**src/sv/lebenc_pkg.sv**
```systemverilog
package lebenc_pkg;

   // Fixed widths of the stream payloads.
   localparam int LEB_INPUT_WIDTH  = 64;
   localparam int LEB_DIGIT_WIDTH  = 5;
   localparam int LEB_REQ_TDATA_W  = 72;
   localparam int LEB_RSP_TDATA_W  = 8;

   // Encoding limits.
   localparam int LEB_VALUE_WIDTH  = 64;
   localparam int LEB_MAX_DIGITS   = 16;
   localparam int LEB_MAX_BYTES    = 10;
   localparam int LEB_INDEX_WIDTH  = 4;

   // Byte layout constants.
   localparam logic [6:0] LEB_GROUP_MASK = 7'h7f;
   localparam logic [7:0] LEB_MORE_BIT   = 8'h80;
   localparam int         LEB_SIGN_BIT   = 6;

   // Encoding modes carried on the request tuser.
   localparam logic LEB_FUNC_UNSIGNED = 1'b0;
   localparam logic LEB_FUNC_SIGNED   = 1'b1;

   // Commands from the controller to the datapath.
   typedef struct packed {
      logic load;
      logic emit;
   } lebenc_cmd_type;

   // Status from the datapath to the controller.
   typedef struct packed {
      logic fin;
   } lebenc_status_type;

   // Index of the final byte, ceil(4*digits/7) - 1, for a clamped digit count.
   function automatic logic [LEB_INDEX_WIDTH-1:0] last_index(
      input logic [LEB_DIGIT_WIDTH-1:0] digits
   );
      logic [LEB_INDEX_WIDTH-1:0] idx;
      case (digits)
         5'd1:            idx = 4'd0;
         5'd2, 5'd3:      idx = 4'd1;
         5'd4, 5'd5:      idx = 4'd2;
         5'd6, 5'd7:      idx = 4'd3;
         5'd8:            idx = 4'd4;
         5'd9, 5'd10:     idx = 4'd5;
         5'd11, 5'd12:    idx = 4'd6;
         5'd13, 5'd14:    idx = 4'd7;
         5'd15:           idx = 4'd8;
         default:         idx = 4'd9;
      endcase
      return idx;
   endfunction

endpackage

```
**src/sv/lebenc_ctrl.sv**
```systemverilog
module lebenc_ctrl (
   input  logic                         clock,
   input  logic                         reset,
   input  logic                         req_tvalid,
   output logic                         req_tready,
   output logic                         rsp_tvalid,
   input  logic                         rsp_tready,
   output lebenc_pkg::lebenc_cmd_type    cmd,
   input  lebenc_pkg::lebenc_status_type status
);
   import lebenc_pkg::*;

   typedef enum logic {
      ST_IDLE,
      ST_EMIT
   } state_type;

   state_type state_ff, state_in;
   logic      rsp_valid_ff, rsp_valid_in;
   logic      slot_free;

   // The output register can take a byte when it is empty or being drained.
   assign slot_free  = !rsp_valid_ff || rsp_tready;
   assign req_tready = (state_ff == ST_IDLE);
   assign rsp_tvalid = rsp_valid_ff;

   assign cmd.load = req_tvalid && req_tready;
   assign cmd.emit = (state_ff == ST_EMIT) && slot_free;

   // Next state and output valid.
   always_comb begin
      state_in = state_ff;
      unique case (state_ff)
         ST_IDLE: begin
            if (cmd.load) begin
               state_in = ST_EMIT;
            end
         end
         ST_EMIT: begin
            if (cmd.emit && status.fin) begin
               state_in = ST_IDLE;
            end
         end
         default: state_in = ST_IDLE;
      endcase

      if (cmd.emit) begin
         rsp_valid_in = 1'b1;
      end else if (rsp_tready) begin
         rsp_valid_in = 1'b0;
      end else begin
         rsp_valid_in = rsp_valid_ff;
      end
   end

   // State and registered outputs.
   always_ff @(posedge clock) begin
      if (reset) begin
         state_ff     <= ST_IDLE;
         rsp_valid_ff <= 1'b0;
      end else begin
         state_ff     <= state_in;
         rsp_valid_ff <= rsp_valid_in;
      end
   end

endmodule

```
**src/sv/lebenc_dpath.sv**
```systemverilog
module lebenc_dpath #(
   parameter int VALUE_WIDTH = lebenc_pkg::LEB_VALUE_WIDTH
) (
   input  logic                                   clock,
   input  logic                                   req_func,
   input  logic [lebenc_pkg::LEB_INPUT_WIDTH-1:0] req_value,
   input  logic [lebenc_pkg::LEB_DIGIT_WIDTH-1:0] req_digits,
   input  lebenc_pkg::lebenc_cmd_type              cmd,
   output lebenc_pkg::lebenc_status_type           status,
   output logic [7:0]                             code_byte,
   output logic                                   code_last
);
   import lebenc_pkg::*;

   logic [VALUE_WIDTH-1:0]     value_ff, value_in;
   logic                       signed_ff;
   logic [LEB_INDEX_WIDTH-1:0] index_ff;
   logic [LEB_INDEX_WIDTH-1:0] last_idx_ff;
   logic [7:0]                 byte_ff;
   logic                       last_ff;

   logic [LEB_DIGIT_WIDTH-1:0] digits;
   logic [VALUE_WIDTH-1:0]     digit_mask;
   logic [VALUE_WIDTH-1:0]     shifted;
   logic [6:0]                 part;
   logic                       neg;
   logic                       fin;

   // Clamp the digit count to the range the literal can have.
   always_comb begin
      if (req_digits == '0) begin
         digits = LEB_DIGIT_WIDTH'(1);
      end else if (req_digits > LEB_DIGIT_WIDTH'(LEB_MAX_DIGITS)) begin
         digits = LEB_DIGIT_WIDTH'(LEB_MAX_DIGITS);
      end else begin
         digits = req_digits;
      end
   end

   // In unsigned mode keep only the bits that a literal of this many hex digits can hold; signed values pass unmasked.
   always_comb begin
      for (int i = 0; i < VALUE_WIDTH; i++) begin
         digit_mask[i] = (7'(i) < {digits, 2'b00});
      end
      if (req_func == LEB_FUNC_SIGNED) begin
         value_in = req_value[VALUE_WIDTH-1:0];
      end else begin
         value_in = req_value[VALUE_WIDTH-1:0] & digit_mask;
      end
   end

   // Current group, the value after it, and the end test.
   assign neg     = signed_ff && value_ff[VALUE_WIDTH-1];
   assign part    = value_ff[6:0] & LEB_GROUP_MASK;
   assign shifted = {{7{neg}}, value_ff[VALUE_WIDTH-1:7]};

   always_comb begin
      if (signed_ff) begin
         fin = (!neg && (shifted == '0) && !part[LEB_SIGN_BIT]) ||
               (neg && (shifted == '1) && part[LEB_SIGN_BIT]) ||
               (index_ff == LEB_INDEX_WIDTH'(LEB_MAX_BYTES - 1));
      end else begin
         fin = (index_ff == last_idx_ff);
      end
   end

   assign status.fin = fin;

   // Value shift register, byte index and output register.
   always_ff @(posedge clock) begin
      if (cmd.load) begin
         value_ff    <= value_in;
         signed_ff   <= (req_func == LEB_FUNC_SIGNED);
         index_ff    <= '0;
         last_idx_ff <= last_index(digits);
      end else if (cmd.emit) begin
         value_ff <= shifted;
         index_ff <= index_ff + 1'b1;
      end
      if (cmd.emit) begin
         byte_ff <= {1'b0, part} | (fin ? 8'h00 : LEB_MORE_BIT);
         last_ff <= fin;
      end
   end

   assign code_byte = byte_ff;
   assign code_last = last_ff;

endmodule

```
**src/sv/leb128_byte_encoder_unit.sv**
```systemverilog
// Channel | Direction | Transfer contents
// req     | in        | tdata[63:0] value, tdata[68:64] digit_count; tuser func
// rsp     | out       | tdata[7:0] code_byte; tlast marks the final byte
//
// An accepted value is loaded into the shift register, then produces one byte
// per cycle while rsp_tready is high: ceil(4*digits/7) bytes in unsigned mode,
// 1 to 10 in signed mode, set by the single shift register that gives up one
// 7-bit group per cycle. A new value is accepted only once the final byte of
// the last one has moved to the output register. A stall on rsp holds the
// output register and pauses the shifting. Reset is synchronous and clears the
// controller and the output valid.
module leb128_byte_encoder_unit #(
   parameter int VALUE_WIDTH = lebenc_pkg::LEB_VALUE_WIDTH
) (
   input  logic                                   clock,
   input  logic                                   reset,
   input  logic                                   req_tvalid,
   output logic                                   req_tready,
   // value [63:0], digit_count [68:64], zero fill [71:69]
   input  logic [lebenc_pkg::LEB_REQ_TDATA_W-1:0] req_tdata,
   // func [0]
   input  logic                                   req_tuser,
   output logic                                   rsp_tvalid,
   input  logic                                   rsp_tready,
   // code_byte [7:0]
   output logic [lebenc_pkg::LEB_RSP_TDATA_W-1:0] rsp_tdata,
   output logic                                   rsp_tlast
);
   import lebenc_pkg::*;

   lebenc_cmd_type    cmd;
   lebenc_status_type status;

   // Sequencing of loads and byte transfers.
   lebenc_ctrl u_ctrl (
      .clock      (clock),
      .reset      (reset),
      .req_tvalid (req_tvalid),
      .req_tready (req_tready),
      .rsp_tvalid (rsp_tvalid),
      .rsp_tready (rsp_tready),
      .cmd        (cmd),
      .status     (status)
   );

   // Value shifting and byte formation.
   lebenc_dpath #(
      .VALUE_WIDTH (VALUE_WIDTH)
   ) u_dpath (
      .clock      (clock),
      .req_func   (req_tuser),
      .req_value  (req_tdata[LEB_INPUT_WIDTH-1:0]),
      .req_digits (req_tdata[LEB_INPUT_WIDTH +: LEB_DIGIT_WIDTH]),
      .cmd        (cmd),
      .status     (status),
      .code_byte  (rsp_tdata),
      .code_last  (rsp_tlast)
   );

endmodule

```
**config.mk**
```make
export PLATFORM = sky130hd
export DESIGN_NAME = leb128_byte_encoder_unit
export DESIGN_NICKNAME = d
export VERILOG_FILES = /design/src/sv/lebenc_pkg.sv /design/src/sv/lebenc_ctrl.sv /design/src/sv/lebenc_dpath.sv /design/src/sv/leb128_byte_encoder_unit.sv
export SDC_FILE = /design/constraint.sdc
export NUM_CORES = 1
export LEC_CHECK = 0
export BUFFER_PORTS_ARGS = -buffer_cell sky130_fd_sc_hd__buf_2
export CAP_MARGIN = 40
export CORE_MARGIN = 2
export CORE_UTILIZATION = 45
export CTS_BUF_LIST = sky130_fd_sc_hd__clkbuf_4 sky130_fd_sc_hd__clkbuf_8
export DETAILED_ROUTE_END_ITERATION = 8
export GPL_ROUTABILITY_DRIVEN = 0
export HOLD_SLACK_MARGIN = 0.02
export PLACE_DENSITY = 0.68
export RECOVER_POWER = 100
export SLEW_MARGIN = 5
export SYNTH_ARGS = -nofsm -noshare
export SYNTH_HDL_FRONTEND = slang
export SYNTH_HIERARCHICAL = 1
export SYNTH_SLANG_ARGS = --single-unit
```
**constraint.sdc**
```tcl
create_clock -name clock -period 8.2 [get_ports clock]
set_clock_uncertainty 0.2 [all_clocks]
set_input_delay 0.82 -clock clock [delete_from_list [all_inputs] [get_ports clock]]
set_output_delay 0.82 -clock clock [all_outputs]
set_load 0.02 [all_outputs]
```
# After elaboration in Yosys (flattened, before gate mapping)
# Memory sizes are Yosys's and may differ from the RTL's. A register that Yosys moved wholly into a read port is not among the register bits.
# Cells that the tools add are included.
[op_classes] addsub=1 bitwise=3 reduce_logical=18 eq_ne=3 order_cmp=65 n_mux=12
[ops] cell="$lt A6 B7 Y1 const A" n=32
[ops] cell="$mux W64" n=3
[ops] cell="$lt A5 B7 Y1 const A" n=16
[ops] cell="$and A64 B64 Y64" n=1
[ops] cell="$eq A64 B64 Y1 const B" n=1
[ops] cell="$logic_not A64 Y1" n=1
[ops] cell="$lt A4 B7 Y1 const A" n=8
[ops] cell="$lt A3 B7 Y1 const A" n=4
[ops] cell="$lt A1 B7 Y1 const A" n=2
[ops] cell="$lt A2 B7 Y1 const A" n=2
[ops] cell="$mux W5" n=2
[ops] cell="$logic_and A1 B1 Y1" n=8
[ops] cell="$mux W8" n=1
[ops] cell="$or A7 B8 Y8" n=1
[ops] cell="$gt A5 B5 Y1 const B" n=1
[ops] cell="$logic_not A5 Y1" n=1
[ops] cell="$mux W1" n=5
[ops] cell="$add A4 B1 Y4 const B" n=1
[ops] cell="$eq A4 B4 Y1" n=1
[ops] cell="$eq A4 B4 Y1 const B" n=1
[ops] cell="$reduce_bool A2 Y1" n=2
[ops] cell="$logic_not A1 Y1" n=3
[ops] cell="$logic_or A1 B1 Y1" n=3
[ops] cell="$pmux W1 S2" n=1
[ops] cell="$not A1 Y1" n=1
[totals] input_bits=77 n_memories=1 mem_bits_ro=64 out_inout_bits=11 word_cells=110 regBits=80
[mem_list] name="(no name shown)" depth=16 word_bits=4 rd=1 rd_ports_with_merged_regs=1 write_ports=0 line="lebenc_pkg.sv:40" rtl="case (digits)"

# Longest topological paths before layout
[depth] depth_word=10 mapped_depth=10 mapped_depth_nobuf=8

# Modules after synthesis
# The synthesis kept the hierarchy.
[by_module_without_submodules] mod="lebenc_dpath" seq_area_each_um2=2422.3 cells_each=297 area_each_um2=3878.7 instances=1
[by_module_without_submodules] mod="lebenc_ctrl" seq_area_each_um2=40.0 cells_each=10 area_each_um2=97.6 instances=1

# Least setup slack after synthesis
# No wires, ideal clock.
[synth_path] path_kind="input port to flip-flop" startpoint="input port req_tvalid" endpoint="register u_dpath.value_ff[0], enable pin" arrival_time_ps=2486 path_stages=4 n_path_buf=2 t_required_ps=7606 setup_ps=394 path_slack_ps=5119 cell_sequence="and2b_1 buf_2 buf_1 or2_2"
[synth_between] elab_chain_cells=2
[synth_rtl] item="from (decl)" line="leb128_byte_encoder_unit.sv:17" rtl="input logic req_tvalid,"
[synth_rtl] item="$logic_and A1 B1 Y1" line="lebenc_ctrl.sv:27" rtl="assign cmd.load = req_tvalid && req_tready;"
[synth_rtl] item="$reduce_bool A2 Y1 (no line)"
[synth_rtl] item="to (signal assigned)" line="lebenc_dpath.sv:72" rtl="value_ff <= value_in;"
[synth_rtl] item="to (signal assigned)" line="lebenc_dpath.sv:77" rtl="value_ff <= shifted;"
[synth_rtl] item="to (decl)" line="lebenc_dpath.sv:15" rtl="logic [VALUE_WIDTH-1:0] value_ff, value_in;"
# Every way passes these cells.
# A chain may end at the register's enable or synchronous reset.

==> results.txt <==
status = finished with violations
failing checks = max-capacitance violations, max-slew violations
dpl cell area = 4490 µm²
CP arrival = 5.00 ns
pin count of the biggest net entering global routing = 57
main area contributors after synthesis = edfxtp_1, a22o_1, o2bb2ai_1
Clock Latency Late Sink = 0.36 ns
worst path cell trace = buf_2 -> and2b_1 -> clkbuf_1 -> or2_0 -> clkbuf_1
pwr dens = 227 nW/µm²
first-pass GRT wire length = 14,700 µm
gr ovfl total = 0
Synth cell types = 45
clock buffer count from CTS = 9
Setup Crit Path Kind = input pin to flip-flop
sw power = 269 µW
# fillers = 748
Synth-to-Final Area Change = 17.7%
P_int = 794 µW
crit-path max FO = 56
combinational power share = 13.1%
post-route insts no fill = 502
commonest non-fill, non-tap cell in the layout = edfxtp_1
Starting Density = 46.0%
Fmax achieved = 189 MHz
# placed instances = 486
DR iter-0 viols = 144
fraction of layout instances using a drive strength above 1 = 25.1%
RSZ-0062 raised after global routing = false
Synth Register Bits = 84
Max Root-Sink Buffers = 2
syn_area_per_cell = 13.0 µm²
row count = 34
hold_ws = 0.219 ns
top cell type's share of synthesized area = 58.9%
Avg WL per Cell = 18.6 µm
area of the core = 8640 µm²
antenna cells = 0
Vias/cell = 5.84
Worst EP required = 7.91 ns
1st-pass router iterations = 4
share of the yosys chip area belonging to registers = 61.9%
max incr delay on CP = 2.19 ns
syn_nets = 390
Critical Path End Type = flip-flop
IO Count = 88
clock power share = 31.1%
Hold-fix buffers, CTS = 0
initial antenna violation count = 0
Switching Fraction = 25.3%
CP most frequent cell = clkbuf_1
max-cap violations = 2
CTS HTree Levels = 3
min cycle time layout = 5.29 ns
DRC Markers = 0
CTS tree = built
vias in the first global route = 2,902
clock sinks = 84
IO Port Bufs = 84
Syn. warnings = 6
synthesized area = 3980 µm²
Mapped Cells = 307
setup TNS = 0 ns
die height = 98 µm
total number of vias = 2,931
Yosys top cell by area = edfxtp_1
Design Area, Final = 4680 µm²
Final Max Slew Viols = 88
setup ws final = 2.91 ns
Reg clk slew, reported paths = 0.09 ns
DIE AREA = 9600 µm²
endpoints failing setup = 0
fin crit share = 64.6%
worst vdd ir = 90.6 µV
post-route ant nets = 0
relative slew slack = -103%
die width = 98 µm
pre-CTS setup slack = 4.55 ns
worst-margin pin slew = 3.05 ns
post-CTS resize count = 0
fin nets = 472
sequential power share = 55.8%
CTS root buf = clkbuf_8
detailed-route wire length = 9350 µm
global-route usage over all layers = 20.0%
Final HPWL DP = 6920 µm
slowest CP cell = clkbuf_1
most frequent cells in the layout = edfxtp_1, buf_2, a22o_1
Setup crit start kind = input pin
Final Hold Fails = 0
Pleak = 0.00179 µW
Post-CTS Setup Bufs = 0
worst hold path type = flip-flop to flip-flop
[flip-flops by register name, summed over array words and instances, names as in the netlist]
name and cells:
u_dpath/code_byte 8, u_ctrl/rsp_tvalid 1, u_dpath/value_ff 64, u_dpath/index_ff 4, u_dpath/code_last 1, u_dpath/last_idx_ff 4, u_dpath/signed_ff 1, u_ctrl/state_ff 1
[per-stage QoR]
stage | total power, µW | util, %
floorplan | 678 | -
global placement | 735 | 52.0
detailed placement | 741 | 52.0
CTS | 1070 | 54.6
global route | 1110 | 54.2
finish | 1060 | 54.2
[final timing paths]
check	startpoint	endpoint	slack (ns)	cells past startpoint
worst min-delay path	u_dpath/value_ff[4]$_DFFE_PP_	u_dpath/code_byte[4]$_DFFE_PP_	0.22	0
worst max register to register	u_ctrl/state_ff$_SDFF_PP0_	u_dpath/value_ff[18]$_DFFE_PP_	3.05	4
worst min register to register	u_dpath/value_ff[4]$_DFFE_PP_	u_dpath/code_byte[4]$_DFFE_PP_	0.22	0
worst max-delay path	req_tvalid	u_dpath/value_ff[18]$_DFFE_PP_	2.91	5
[power by group through the flow]
stage	combinational (µW)	sequential, µW	clock, µW
finish	139	593	331
global route	154	599	360
CTS	142	590	336
detailed placement	141	599	0
global placement	138	597	0
floorplan	92.7	586	0
[worst max-delay path: cells and delay by family]
family | cells | cell delay (ns)
simple gates | 2 | 0.70
buf+inv | 3 | 3.42
[per-layer routing]
layer	vias up	track usage, %	share of wire, %
met5	-	0	0
met4	0	8.65	2.5
met3	21	4.65	8.7
met2	147	32.5	47
met1	1374	25.8	41
li1	1389	-	-
[cell usage after synthesis (all sizes together)]
cell and instances:
and2b 1, a21oi 13, o211a 1, a22o 33
o21bai 1, nand3b 1, or2 2, nor2b 1
xnor2 5, inv 13, edfxtp 78, o2bb2ai 16
buf 5, o21ai 4, a21o 8, nand2 13
dfxtp 6, xor2 2, nand3 5, nor4 18
or4 1, nor2 17, ha 6, a41o 1
nand2b 2, clkbuf 11, and2 2, nand4 20
and3 1, mux2 4, a211oi 3, clkinv 1
mux2i 4, a41oi 2, a311oi 2, o31ai 1
nor3 3
[cells by family after synthesis]
| family | after synthesis | share of synthesized area [%] |
|---|---|---|
| multiplexers | 8 | 2.14 |
| XOR/XNOR | 7 | 1.54 |
| adder cells (fa/ha/maj) | 6 | 1.89 |
| flip-flops | 84 | 61.9 |
| AND/OR/NAND/NOR | 87 | 12.7 |
| AO/OA/AOI/OAI | 85 | 16.8 |
| buffers and inverters | 30 | 2.96 |
[layout make-up]
class | instances | area [µm²] | share of cell area [%]
repair buffers | 87 | 415 | 8.88
clock buffers | 12 | 153 | 3.26
well taps | 108 | 135 | 2.89
inverters | 14 | 52.6 | 1.12
flip-flops and latches | 84 | 2460 | 52.6
clock inverters | 4 | 73.8 | 1.58
multi-input cells | 193 | 1390 | 29.7
Power figures use the tool's default switching activity.
